**src/wrcp_pkg.sv**
```systemverilog
package wrcp_pkg;

   // Parser phases, one-hot
   typedef enum logic [6:0] {
      PH_RIFF = 7'b0000001,
      PH_CHDR = 7'b0000010,
      PH_FMT  = 7'b0000100,
      PH_SKIP = 7'b0001000,
      PH_PCM  = 7'b0010000,
      PH_DONE = 7'b0100000,
      PH_ERR  = 7'b1000000
   } wrcp_phase_type;

   // Reported phase codes
   localparam logic [1:0] PHASE_HEADER = 2'd0;
   localparam logic [1:0] PHASE_PCM    = 2'd1;
   localparam logic [1:0] PHASE_DONE   = 2'd2;
   localparam logic [1:0] PHASE_ERROR  = 2'd3;

   // Error codes
   localparam logic [2:0] ERR_NONE        = 3'd0;
   localparam logic [2:0] ERR_BAD_RIFF    = 3'd1;
   localparam logic [2:0] ERR_BAD_WAVE    = 3'd2;
   localparam logic [2:0] ERR_SHORT_FMT   = 3'd3;
   localparam logic [2:0] ERR_NO_FMT      = 3'd4;
   localparam logic [2:0] ERR_UNSUPPORTED = 3'd5;
   localparam logic [2:0] ERR_TRUNCATED   = 3'd6;

   // Chunk tags, little-endian as assembled from the stream
   localparam logic [31:0] ID_FMT  = 32'h2074_6D66;
   localparam logic [31:0] ID_DATA = 32'h6174_6164;

   localparam logic [32:0] FMT_CORE_LEN = 33'd16;
   localparam logic [3:0]  FMT_LAST_OFF = 4'd15;
   localparam logic [3:0]  RIFF_LAST_POS = 4'd11;
   localparam logic [3:0]  RIFF_LEN = 4'd12;
   localparam logic [3:0]  WAVE_POS = 4'd8;
   localparam logic [3:0]  SIZE_POS = 4'd4;
   localparam logic [2:0]  HDR_LAST_BYTE = 3'd7;

   localparam logic [15:0] PCM_FORMAT = 16'd1;
   localparam logic [15:0] PCM_BITS   = 16'd16;

   // Expected preamble byte; size bytes are not compared
   function automatic logic [7:0] preamble_byte(input logic [3:0] pos);
      logic [7:0] b;
      case (pos)
         4'd0:    b = 8'h52;  // R
         4'd1:    b = 8'h49;  // I
         4'd2:    b = 8'h46;  // F
         4'd3:    b = 8'h46;  // F
         4'd8:    b = 8'h57;  // W
         4'd9:    b = 8'h41;  // A
         4'd10:   b = 8'h56;  // V
         4'd11:   b = 8'h45;  // E
         default: b = 8'h00;
      endcase
      return b;
   endfunction

   typedef struct packed {
      wrcp_phase_type phase;
      logic [3:0]     riff_pos;
      logic [63:0]    hdr;
      logic [2:0]     hdr_cnt;
      logic [32:0]    body_left;
      logic [3:0]     fmt_off;
      logic [15:0]    format;
      logic [15:0]    channels;
      logic [31:0]    rate;
      logic [15:0]    bits;
      logic           fmt_seen;
      logic [31:0]    data_left;
      logic [2:0]     err;
   } wrcp_state_type;

   // Parser state after reset: RIFF preamble, everything else clear
   localparam wrcp_state_type STATE_RESET = '{phase: PH_RIFF, default: '0};

   typedef struct packed {
      logic [1:0]  phase;
      logic        pcm_valid;
      logic [7:0]  pcm_byte;
      logic        pcm_last;
      logic        header_ready;
      logic [2:0]  error_code;
      logic [15:0] audio_format;
      logic [15:0] channel_count;
      logic [31:0] sample_rate;
      logic [15:0] sample_bits;
      logic [31:0] data_size;
   } wrcp_result_type;

endpackage

```
**src/wrcp_step.sv**
```systemverilog
module wrcp_step (
   input  wrcp_pkg::wrcp_state_type  state,
   input  logic [7:0]                file_byte,
   input  logic                      end_of_stream,
   input  logic                      require_pcm16,
   output wrcp_pkg::wrcp_state_type  state_next,
   output wrcp_pkg::wrcp_result_type result
);

   wrcp_pkg::wrcp_state_type nxt;
   logic [63:0] hdr_next;
   logic [31:0] hdr_id;
   logic [31:0] hdr_size;
   logic [32:0] padded;
   logic [32:0] body_dec;
   logic [31:0] data_dec;
   logic        valid;
   logic        last;
   logic        ready;
   logic [1:0]  phase_code;

   // Insert the current byte into the chunk header
   always_comb begin
      hdr_next = state.hdr;
      for (int i = 0; i < 8; i++) begin
         if (state.hdr_cnt == 3'(i)) begin
            hdr_next[8*i +: 8] = file_byte;
         end
      end
   end

   assign hdr_id   = hdr_next[31:0];
   assign hdr_size = hdr_next[63:32];
   assign padded   = {1'b0, hdr_size} + {32'd0, hdr_size[0]};
   assign body_dec = state.body_left - {32'd0, (state.body_left != 33'd0)};
   assign data_dec = state.data_left - {31'd0, (state.data_left != 32'd0)};

   // Advance the parser by one byte
   always_comb begin
      nxt   = state;
      valid = 1'b0;
      last  = 1'b0;
      ready = 1'b0;
      unique case (state.phase)
         wrcp_pkg::PH_RIFF: begin
            if (state.riff_pos >= wrcp_pkg::RIFF_LEN) begin
               nxt.err   = wrcp_pkg::ERR_BAD_RIFF;
               nxt.phase = wrcp_pkg::PH_ERR;
            end else if (state.riff_pos < wrcp_pkg::SIZE_POS &&
                         file_byte != wrcp_pkg::preamble_byte(state.riff_pos)) begin
               nxt.err   = wrcp_pkg::ERR_BAD_RIFF;
               nxt.phase = wrcp_pkg::PH_ERR;
            end else if (state.riff_pos >= wrcp_pkg::WAVE_POS &&
                         file_byte != wrcp_pkg::preamble_byte(state.riff_pos)) begin
               nxt.err   = wrcp_pkg::ERR_BAD_WAVE;
               nxt.phase = wrcp_pkg::PH_ERR;
            end else if (state.riff_pos == wrcp_pkg::RIFF_LAST_POS) begin
               nxt.hdr_cnt = 3'd0;
               nxt.phase   = wrcp_pkg::PH_CHDR;
            end else begin
               nxt.riff_pos = state.riff_pos + 4'd1;
            end
         end
         wrcp_pkg::PH_CHDR: begin
            nxt.hdr = hdr_next;
            if (state.hdr_cnt == wrcp_pkg::HDR_LAST_BYTE) begin
               // Dispatch on the completed chunk header
               if (hdr_id == wrcp_pkg::ID_FMT) begin
                  if ({1'b0, hdr_size} < wrcp_pkg::FMT_CORE_LEN) begin
                     nxt.err   = wrcp_pkg::ERR_SHORT_FMT;
                     nxt.phase = wrcp_pkg::PH_ERR;
                  end else begin
                     nxt.fmt_off   = 4'd0;
                     nxt.body_left = padded - wrcp_pkg::FMT_CORE_LEN;
                     nxt.phase     = wrcp_pkg::PH_FMT;
                  end
               end else if (hdr_id == wrcp_pkg::ID_DATA) begin
                  if (!state.fmt_seen) begin
                     nxt.err   = wrcp_pkg::ERR_NO_FMT;
                     nxt.phase = wrcp_pkg::PH_ERR;
                  end else if (require_pcm16 && (state.format != wrcp_pkg::PCM_FORMAT ||
                                                 state.bits != wrcp_pkg::PCM_BITS)) begin
                     nxt.err   = wrcp_pkg::ERR_UNSUPPORTED;
                     nxt.phase = wrcp_pkg::PH_ERR;
                  end else begin
                     ready         = 1'b1;
                     nxt.data_left = hdr_size;
                     nxt.phase     = (hdr_size == 32'd0) ? wrcp_pkg::PH_DONE
                                                         : wrcp_pkg::PH_PCM;
                  end
               end else begin
                  nxt.body_left = padded;
                  if (padded == 33'd0) begin
                     nxt.hdr_cnt = 3'd0;
                     nxt.phase   = wrcp_pkg::PH_CHDR;
                  end else begin
                     nxt.phase = wrcp_pkg::PH_SKIP;
                  end
               end
            end else begin
               nxt.hdr_cnt = state.hdr_cnt + 3'd1;
            end
         end
         wrcp_pkg::PH_FMT: begin
            // Capture the core fmt fields
            case (state.fmt_off)
               4'd0:  nxt.format[7:0]    = file_byte;
               4'd1:  nxt.format[15:8]   = file_byte;
               4'd2:  nxt.channels[7:0]  = file_byte;
               4'd3:  nxt.channels[15:8] = file_byte;
               4'd4:  nxt.rate[7:0]      = file_byte;
               4'd5:  nxt.rate[15:8]     = file_byte;
               4'd6:  nxt.rate[23:16]    = file_byte;
               4'd7:  nxt.rate[31:24]    = file_byte;
               4'd14: nxt.bits[7:0]      = file_byte;
               4'd15: nxt.bits[15:8]     = file_byte;
               default: ;
            endcase
            if (state.fmt_off == wrcp_pkg::FMT_LAST_OFF) begin
               nxt.fmt_seen = 1'b1;
               if (state.body_left == 33'd0) begin
                  nxt.hdr_cnt = 3'd0;
                  nxt.phase   = wrcp_pkg::PH_CHDR;
               end else begin
                  nxt.phase = wrcp_pkg::PH_SKIP;
               end
            end else begin
               nxt.fmt_off = state.fmt_off + 4'd1;
            end
         end
         wrcp_pkg::PH_SKIP: begin
            nxt.body_left = body_dec;
            if (body_dec == 33'd0) begin
               nxt.hdr_cnt = 3'd0;
               nxt.phase   = wrcp_pkg::PH_CHDR;
            end
         end
         wrcp_pkg::PH_PCM: begin
            valid         = 1'b1;
            nxt.data_left = data_dec;
            if (data_dec == 32'd0) begin
               last      = 1'b1;
               nxt.phase = wrcp_pkg::PH_DONE;
            end
         end
         wrcp_pkg::PH_DONE: ;
         wrcp_pkg::PH_ERR:  ;
         default: nxt.phase = wrcp_pkg::PH_ERR;
      endcase

      // Flag a file that ends before the data is complete
      if (end_of_stream && nxt.phase != wrcp_pkg::PH_DONE && nxt.phase != wrcp_pkg::PH_ERR) begin
         nxt.err   = wrcp_pkg::ERR_TRUNCATED;
         nxt.phase = wrcp_pkg::PH_ERR;
      end
   end

   // Map the internal phase to the reported code
   always_comb begin
      unique case (nxt.phase)
         wrcp_pkg::PH_ERR:  phase_code = wrcp_pkg::PHASE_ERROR;
         wrcp_pkg::PH_DONE: phase_code = wrcp_pkg::PHASE_DONE;
         wrcp_pkg::PH_PCM:  phase_code = wrcp_pkg::PHASE_PCM;
         default:           phase_code = wrcp_pkg::PHASE_HEADER;
      endcase
   end

   assign state_next = nxt;

   always_comb begin
      result.phase         = phase_code;
      result.pcm_valid     = valid;
      result.pcm_byte      = valid ? file_byte : 8'd0;
      result.pcm_last      = last;
      result.header_ready  = ready;
      result.error_code    = nxt.err;
      result.audio_format  = nxt.format;
      result.channel_count = nxt.channels;
      result.sample_rate   = nxt.rate;
      result.sample_bits   = nxt.bits;
      result.data_size     = (phase_code == wrcp_pkg::PHASE_PCM ||
                              phase_code == wrcp_pkg::PHASE_DONE) ? nxt.hdr[63:32] : 32'd0;
   end

endmodule

```
**src/wav_riff_chunk_parser_unit.sv**
```systemverilog
// WAV file parser, one file byte per transfer.
// req channel: tdata[7:0] is the next file byte, tlast marks the final byte of
// the file. rsp channel: exactly one result per input byte, in order; tlast is
// set on the last PCM byte that the data chunk size announced, tuser[0] marks
// a PCM byte, tdata carries phase, byte, header flag, error code, the fmt
// fields and the data size.
// csr_wr_en / csr_wr_data set require_pcm16 (reset value 1); write it only
// while no transfer is in flight.
// The result of a byte is registered and is on rsp in the cycle after its transfer.
// Throughput: one byte per cycle unless the receiver stalls; the parser state
// and result are formed combinationally from the state registers and the byte.
// When the receiver stalls, the result register holds and req_tready drops
// until the result is taken (req_tready = !rsp_tvalid || rsp_tready).
// Reset: synchronous, active high; the parser returns to the RIFF preamble,
// all captured fields and errors clear, and rsp_tvalid goes low. An error is
// held until reset, and so is the done phase; a new file needs a reset.
module wav_riff_chunk_parser_unit (
   input  logic         clock,
   input  logic         reset,
   input  logic         req_tvalid,
   output logic         req_tready,
   input  logic [7:0]   req_tdata,   // [7:0] file_byte
   input  logic         req_tlast,   // end_of_stream
   output logic         rsp_tvalid,
   input  logic         rsp_tready,
   // [1:0] phase, [9:2] pcm_byte, [10] header_ready, [13:11] error_code,
   // [29:14] audio_format, [45:30] channel_count, [77:46] sample_rate,
   // [93:78] sample_bits, [125:94] data_size, [127:126] zero
   output logic [127:0] rsp_tdata,
   output logic         rsp_tlast,   // pcm_last
   output logic [0:0]   rsp_tuser,   // [0] pcm_valid
   input  logic         csr_wr_en,
   input  logic         csr_wr_data
);

   wrcp_pkg::wrcp_state_type  state_ff;
   wrcp_pkg::wrcp_state_type  state_in;
   wrcp_pkg::wrcp_result_type result_in;
   wrcp_pkg::wrcp_result_type rsp_ff;
   logic                      rsp_valid_ff;
   logic                      require_pcm16_ff;
   logic                      req_transfer;

   assign req_tready   = !rsp_valid_ff || rsp_tready;
   assign req_transfer = req_tvalid && req_tready;

   wrcp_step u_step (
      .state         (state_ff),
      .file_byte     (req_tdata),
      .end_of_stream (req_tlast),
      .require_pcm16 (require_pcm16_ff),
      .state_next    (state_in),
      .result        (result_in)
   );

   // Hold the configuration bit
   always_ff @(posedge clock) begin
      if (reset) begin
         require_pcm16_ff <= 1'b1;
      end else if (csr_wr_en) begin
         require_pcm16_ff <= csr_wr_data;
      end
   end

   // Advance the parser state on each input transfer
   always_ff @(posedge clock) begin
      if (reset) begin
         state_ff <= wrcp_pkg::STATE_RESET;
      end else if (req_transfer) begin
         state_ff <= state_in;
      end
   end

   // Result register: load on transfer, drop once taken
   always_ff @(posedge clock) begin
      if (reset) begin
         rsp_valid_ff <= 1'b0;
      end else if (req_transfer) begin
         rsp_valid_ff <= 1'b1;
      end else if (rsp_tready) begin
         rsp_valid_ff <= 1'b0;
      end
   end

   always_ff @(posedge clock) begin
      if (req_transfer) begin
         rsp_ff <= result_in;
      end
   end

   assign rsp_tvalid = rsp_valid_ff;
   assign rsp_tlast  = rsp_ff.pcm_last;
   assign rsp_tuser  = rsp_ff.pcm_valid;
   assign rsp_tdata  = {2'b00,
                        rsp_ff.data_size,
                        rsp_ff.sample_bits,
                        rsp_ff.sample_rate,
                        rsp_ff.channel_count,
                        rsp_ff.audio_format,
                        rsp_ff.error_code,
                        rsp_ff.header_ready,
                        rsp_ff.pcm_byte,
                        rsp_ff.phase};

endmodule

```
**config.mk**
```make
export PLATFORM = sky130hd
export DESIGN_NAME = wav_riff_chunk_parser_unit
export DESIGN_NICKNAME = d
export VERILOG_FILES = /design/src/wrcp_pkg.sv /design/src/wrcp_step.sv /design/src/wav_riff_chunk_parser_unit.sv
export SDC_FILE = /design/constraint.sdc
export NUM_CORES = 1
export LEC_CHECK = 0
export BUFFER_PORTS_ARGS = -buffer_cell sky130_fd_sc_hd__buf_2
export CAP_MARGIN = 20
export CORE_MARGIN = 10
export CORE_UTILIZATION = 30
export CTS_BUF_LIST = sky130_fd_sc_hd__clkbuf_16
export CTS_CLUSTER_SIZE = 24
export DETAILED_ROUTE_END_ITERATION = 10
export GPL_TIMING_DRIVEN = 0
export PLACE_DENSITY = 0.44
export SYNTH_ARGS = -nofsm -noshare
export SYNTH_HDL_FRONTEND = slang
export SYNTH_SLANG_ARGS = --single-unit
```
**constraint.sdc**
```tcl
create_clock -name clock -period 6.65 [get_ports clock]
set_input_delay 0.665 -clock clock [delete_from_list [all_inputs] [get_ports clock]]
set_output_delay 0.665 -clock clock [all_outputs]
set_load 0.005 [all_outputs]
```
Yosys cells after proc, flatten, opt, wreduce, memory -nomap -nowiden. Memories as Yosys holds them, arrays and structs flattened. A register that Yosys moved wholly into a read port is not among the register bits. Cells that the tools add are included.

Reduce and logical (&&, ||, !) cells: 33. $add $sub $neg: 7. Equality and inequality tests: 57. Bitwise operators: 8. Muxes and demuxes: 88. $lt $le $gt $ge: 4.

Operators by type and width (count): $mux 8 (23); $logic_not 33->1 (3); $mux 7 (14); $mux 32 (3); $mux 81 (1); $mux 37 (2); $mux 35 (2); $pmux 33 s2 (1); $logic_not 32->1 (2); $mux 64 (1); $pmux 32 s2 (1); $mux 3 (18); $pmux 7 s6 (1); $mux 36 (1); $add 32x1->33 (1); $mux 33 (1); $reduce_bool 33->1 (1); $sub 33x1->33 (1); $sub 33x5->33 const B (1); $eq 32x30->1 const B (1); $eq 32x31->1 const B (1); $lt 32x5->1 const B (1); $mux 4 (8); $reduce_bool 32->1 (1); other kinds (52) (107).

Output and inout port bits: 132. Bits of input ports: 15. Memory bits (read-only): 192. Memories: 2. Register bits after elaboration: 361. Logic and storage cells: 226.

Memory list: (no name shown) (words 16, bits a word 6, rd ports 1, clocked after memory_dff 1, wr ports 0, RTL line wrcp_pkg.sv:47) `case (pos)`; (no name shown) (words 16, bits a word 6, rd ports 1, clocked after memory_dff 1, wr ports 0, RTL line wrcp_pkg.sv:47).

Logic depth before layout (Yosys ltp).
Depth in word-level cells: 22. Depth in mapped cells: 22.

Cells and area by module. Synthesis repeated with hierarchy kept, for this count alone.

Cells, all modules: 2747. Area total of the unflattened synthesis: 24124.4 sq um.

Modules (own cells, without submodules): wav_riff_chunk_parser_unit (sequential area each 8508.2 sq um, instances 1, cells each 1192, area each 14036.0 sq um); wrcp_step (sequential area each 0.0 sq um, instances 1, cells each 1555, area each 10088.4 sq um).

Worst setup path after synthesis. No wires, ideal clock.

Kind: input-to-reg. Start point: input port rsp_tready. End point: register rsp_ff, in the netlist rsp_tdata[0], enable pin. Stages: 5. Arrival time: 5033 ps. Path slack: 1075 ps. Data required time: 6108 ps. Setup time: 542 ps. Path through: nand2b_1 -> nand2_1 -> clkinv_1 -> clkbuf_1 -> clkbuf_1.

Word-level cells in the longest chain between the ends: 2.

Ends and longest elaborated chain: from (decl) (RTL line wav_riff_chunk_parser_unit.sv:25) `input logic rsp_tready,`; $logic_or 1x1->1 (RTL line wav_riff_chunk_parser_unit.sv:44) `assign req_tready = !rsp_valid_ff || rsp_tready;`; $logic_and 1x1->1 (RTL line wav_riff_chunk_parser_unit.sv:45) `assign req_transfer = req_tvalid && req_tready;`; via req_transfer (RTL line wav_riff_chunk_parser_unit.sv:42) `logic req_transfer;`; to (signal assigned) (RTL line wav_riff_chunk_parser_unit.sv:87) `rsp_ff <= result_in;`; to (decl) (RTL line wav_riff_chunk_parser_unit.sv:39) `wrcp_pkg::wrcp_result_type rsp_ff;`.

The timed path passes the listed nets, and every way through them passes these cells. A chain may end at the register's enable or synchronous reset.

Worst setup path after layout.
Start point: input port req_tdata[0]. End point: register state_ff[227] in the netlist's numbering.

Word-level cells in the longest chain between the ends: 13. Elaborated cells between the ends (all ways): 35.

Ends and longest elaborated chain: from (decl) (RTL line wav_riff_chunk_parser_unit.sv:22) `input logic [7:0] req_tdata,`; branches (longest 8 deep; another with $add 32x1->33); $pmux 7 s6 * (RTL line wrcp_step.sv:44) `unique case (state.phase)`; $ne 7x6->1 (RTL line wrcp_step.sv:152) `if (end_of_stream && nxt.phase != wrcp_pkg::PH_DONE && nxt.phase != wrcp_pkg::PH_ERR) begin`; $logic_and 1x1->1 (2 in series) (RTL line wrcp_step.sv:152); $mux 7 * (RTL line wrcp_step.sv:152); to (signal assigned) (RTL line wav_riff_chunk_parser_unit.sv:68) `state_ff <= wrcp_pkg::STATE_RESET;`; to (signal assigned) (RTL line wav_riff_chunk_parser_unit.sv:70) `state_ff <= state_in;`; to (decl) (RTL line wav_riff_chunk_parser_unit.sv:36) `wrcp_pkg::wrcp_state_type state_ff;`.

Every way passes the cells marked *.

==> metrics.txt <==
Synth Instances ~2300; CP Launch Type input pin; worst-path cell chain buf_2, clkbuf_1, clkbuf_1, mux2i_1, inv_1, ha_1, nand3_1, o32ai_2, nand4_1, nor3_1, nand4_1, xnor2_1, nand4b_4, nor4b_2, o221ai_1, a22o_1; status finished clean; I/O Pins ~150; crit path max fanout 10; Synth Register Bits between 300 and 400; Worst slew margin about a quarter; Hold Slack between 0.3 and 0.4 ns; leakage 8.135 nW; wire length per cell about 24 um; Worst Path Arrival around 6.8 ns; worst slew pin tran between 1 and 1.5 ns; Largest stage delay, worst path 0.90 ns; Starting Density about 30%; Post-Syn Area around 20000 sq um; Via density 5.502; final hold violation count 0; Comb pwr share about 5.5%; Synth Flop Type dfxtp_1; drt first pass iters 5; Worst Reg-to-Reg Cells 19; Area Growth Syn to Fin 17.10%; hold-fix buffers at CTS 0; core area between 60000 and 70000 sq um; hold path depth 3; synthesized area per cell 8.634 sq um; clock transition at the registers of the reported paths 0.06 ns; final instance area 23180 sq um; NumNets Final around 2500; Site Rows 94; post-layout min period between 6 and 7 ns; I/O Buffers around 140; total CTS buffers 44; GR Util All Layers between 20% and 30%; maximum clock frequency 158.8 MHz; crit share post-route 94.69%; Req. time, crit path between 7 and 8 ns; setup TNS 0 ns; post-placement cell area about 22000 sq um; Post-CTS Setup Inserts 0; TritonCTS clock tree yes; CP Capture Type flop; sw frac between 20% and 30%; Slowest-stage cell, CP clkbuf_1; GRT overflow 0; latest clock arrival within the worst-skew pair about 0.61 ns; Routability Congestion 0.9170; vias after detailed routing 18670; Clock Power Share between 40% and 50%; asr flop ratio synth 0%; Sw Pwr between 1 and 1.5 mW; root buf cell clkbuf_16; Warnings, synthesis 0; DRC 0; P_int between 3 and 4 mW; First DRT Iteration DRCs about 1800; largest net degree at the start of global routing between 60 and 70; Yosys cell types 94; vias in the first global route roughly 18000; final slew viol count 0; EDFF count, synth about 130; Max Cap Viol 0; Sequential Power Share a little under half; # setup viols final 0; die height 276.9 um; fill count 6900; antenna viol nets, final 0; drt total wl 81.32 mm; clock buffer depth 3; first-pass GRT wire length around 120 mm; unrepaired setup endpoints after global routing no; Sink Count ~370; layout cells sized above 1 13.99%; DIE AREA ~77000 sq um; HP Class in -> reg; peak supply drop approximately 0.18 mV; initial antenna violation count 7; Detail Placement HPWL approximately 60 mm; Final Skew about 0.032 ns; DP Cell Count 3310; Worst Setup Path Type in -> reg; Finished Layout Cells between 3000 and 4000; cell area power density about 220 nW/um^2; n_diodes 0; H-tree depth 2; width of the chip ~280 um; register area share after synthesis between 40% and 50%
-- synth_stat cells (8+ instances only) --
library cell | n | share of area, %
nand2_1 | 310 | 5.9
nor2_1 | 255 | 4.8
dfxtp_1 | 239 | 24
a21oi_1 | 175 | 4.4
clkbuf_1 | 150 | 2.8
edfxtp_1 | 128 | 19
o21ai_0 | 95 | 2.4
nor3_1 | 88 | 2.2
mux2_2 | 80 | 4.6
nand3_1 | 78 | 2.0
a211oi_1 | 68 | 2.6
xnor2_1 | 58 | 2.6
nor4_1 | 53 | 1.7
mux2i_1 | 43 | 2.2
inv_1 | 40 | 0.76
nand4_1 | 29 | 0.92
xor2_1 | 27 | 1.2
and2_1 | 22 | 0.70
o22ai_1 | 20 | 0.63
ha_1 | 19 | 1.2
a31oi_1 | 17 | 0.54
and3_1 | 15 | 0.47
or3_1 | 15 | 0.47
a22oi_1 | 14 | 0.53
o31ai_1 | 14 | 0.53
nand2b_1 | 13 | 0.41
or4_1 | 11 | 0.42
nand4b_1 | 10 | 0.44
nor4b_1 | 10 | 0.44
o211ai_1 | 10 | 0.38
nor2b_1 | 9 | 0.28
a21boi_0 | 8 | 0.30
nand3b_1 | 8 | 0.30
o221ai_1 | 8 | 0.35
-- flip-flops by register name, summed over array words and instances, names as in the netlist, named ones only --
signal            cells
require_pcm16_ff      1
rsp_tdata           126
rsp_tlast             1
rsp_tuser             1
rsp_tvalid            1
state_ff            231
-- final timing paths --
kind / end / startpoint / slack, ns
max: state_ff[227] / req_tdata[0] / 0.35
min: require_pcm16_ff / csr_wr_data / 0.30
max reg2reg: rsp_tdata[97] / state_ff[9] / 0.39
min reg2reg: state_ff[181] / state_ff[181] / 0.45
-- worst max-delay path: cells and delay by family --
family,cells,cell delay [ns]
mux,1,0.53
buf+inv,4,1.75
xor+xnor,1,0.51
simple gates,6,1.93
fa+ha+maj,1,0.29
compound gates,3,1.07
-- power groups by stage --
stage	Sequential [mW]	Clock (mW)	Combinational, mW
detailed placement	2.44	0	0.280
global route	2.40	2.52	0.300
floorplan	2.45	0	0.119
global placement	2.45	0	0.269
CTS	2.39	2.43	0.281
finish	2.39	2.38	0.278
-- cells in the final DEF (no fill, tap or decap), types with 8 or more instances in the layout --
cell type and count:
or3_1 15, mux2_2 80, a31oi_1 17, nor4_1 51
and2_1 22, a21oi_1 174, nand2_1 310, xnor2_1 58
nor2b_1 9, o22ai_1 20, o221ai_1 8, a21boi_0 8
o21ai_0 95, nand3b_1 8, clkbuf_16 45, dfxtp_1 239
xor2_1 27, mux2i_1 43, ha_1 19, edfxtp_1 128
nand4_1 29, o211ai_1 10, inv_1 57, o31ai_1 14
a211oi_1 68, or4_1 11, nand3_1 78, a22oi_1 14
nand2b_1 13, clkinv_1 10, clkbuf_1 148, nor2_1 255
nor3_1 86, nor4b_1 9, and3_1 15, nand4b_1 10
buf_2 154
-- cell families (layout without fill, tap and decap cells) --
family                     after synthesis  after routing  synth area share (%)
adders and majority gates               19             19                 1.201
DFF                                    367            367                 43.58
xor gates and xnor gates                85             85                 3.760
and+or+nand+nor                        975            975                 24.07
other                                    1              2               0.01894
AOI/OAI and AO/OA                      509            509                 16.29
muxes                                  124            124                 6.800
buffers and inverters                  213            449                 4.272
-- per-layer routing --
layer	up-vias	part of all wire, %	track usage (%)
li1	8744	-	-
met2	674	46	32.74
met1	9114	45	27.36
met4	8	2.6	5.728
met5	-	0.057	0
met3	133	6.1	3.167
-- repair_timing --
| action | CTS | global route |
|---|---|---|
| gates resized for setup | 2 | 5 |
| hold endpoints to repair | 0 | 0 |
| endpoints found under the setup margin | 20 | 30 |
| cloned | 0 | 0 |
-- per-stage QoR --
| stage | power, mW | utilization, % | setup WS [ns] |
|---|---|---|---|
| finish | 5.051 | 35.33 | 0.3533 |
| global route | 5.218 | 35.33 | 0.05871 |
| CTS | 5.109 | 35.28 | 0.04199 |
| detailed placement | 2.722 | 33.14 | -0.3149 |
| global placement | 2.722 | 32.89 | -1.982 |
| floorplan | 2.567 | - | 1.075 |
-- layout make-up --
type	instances	area (sq um)	share of cell area [%]
Multi-Input combinational cell	1714	10360	44.69
Sequential cell	367	8628	37.22
Clock buffer	45	1126	4.857
Tap cell	864	1081	4.663
Timing Repair Buffer	154	868.3	3.745
Buffer	171	693.2	2.990
Clock inverter	37	269.0	1.160
Inverter	42	157.7	0.6800
(Power assumes the default switching activity.)
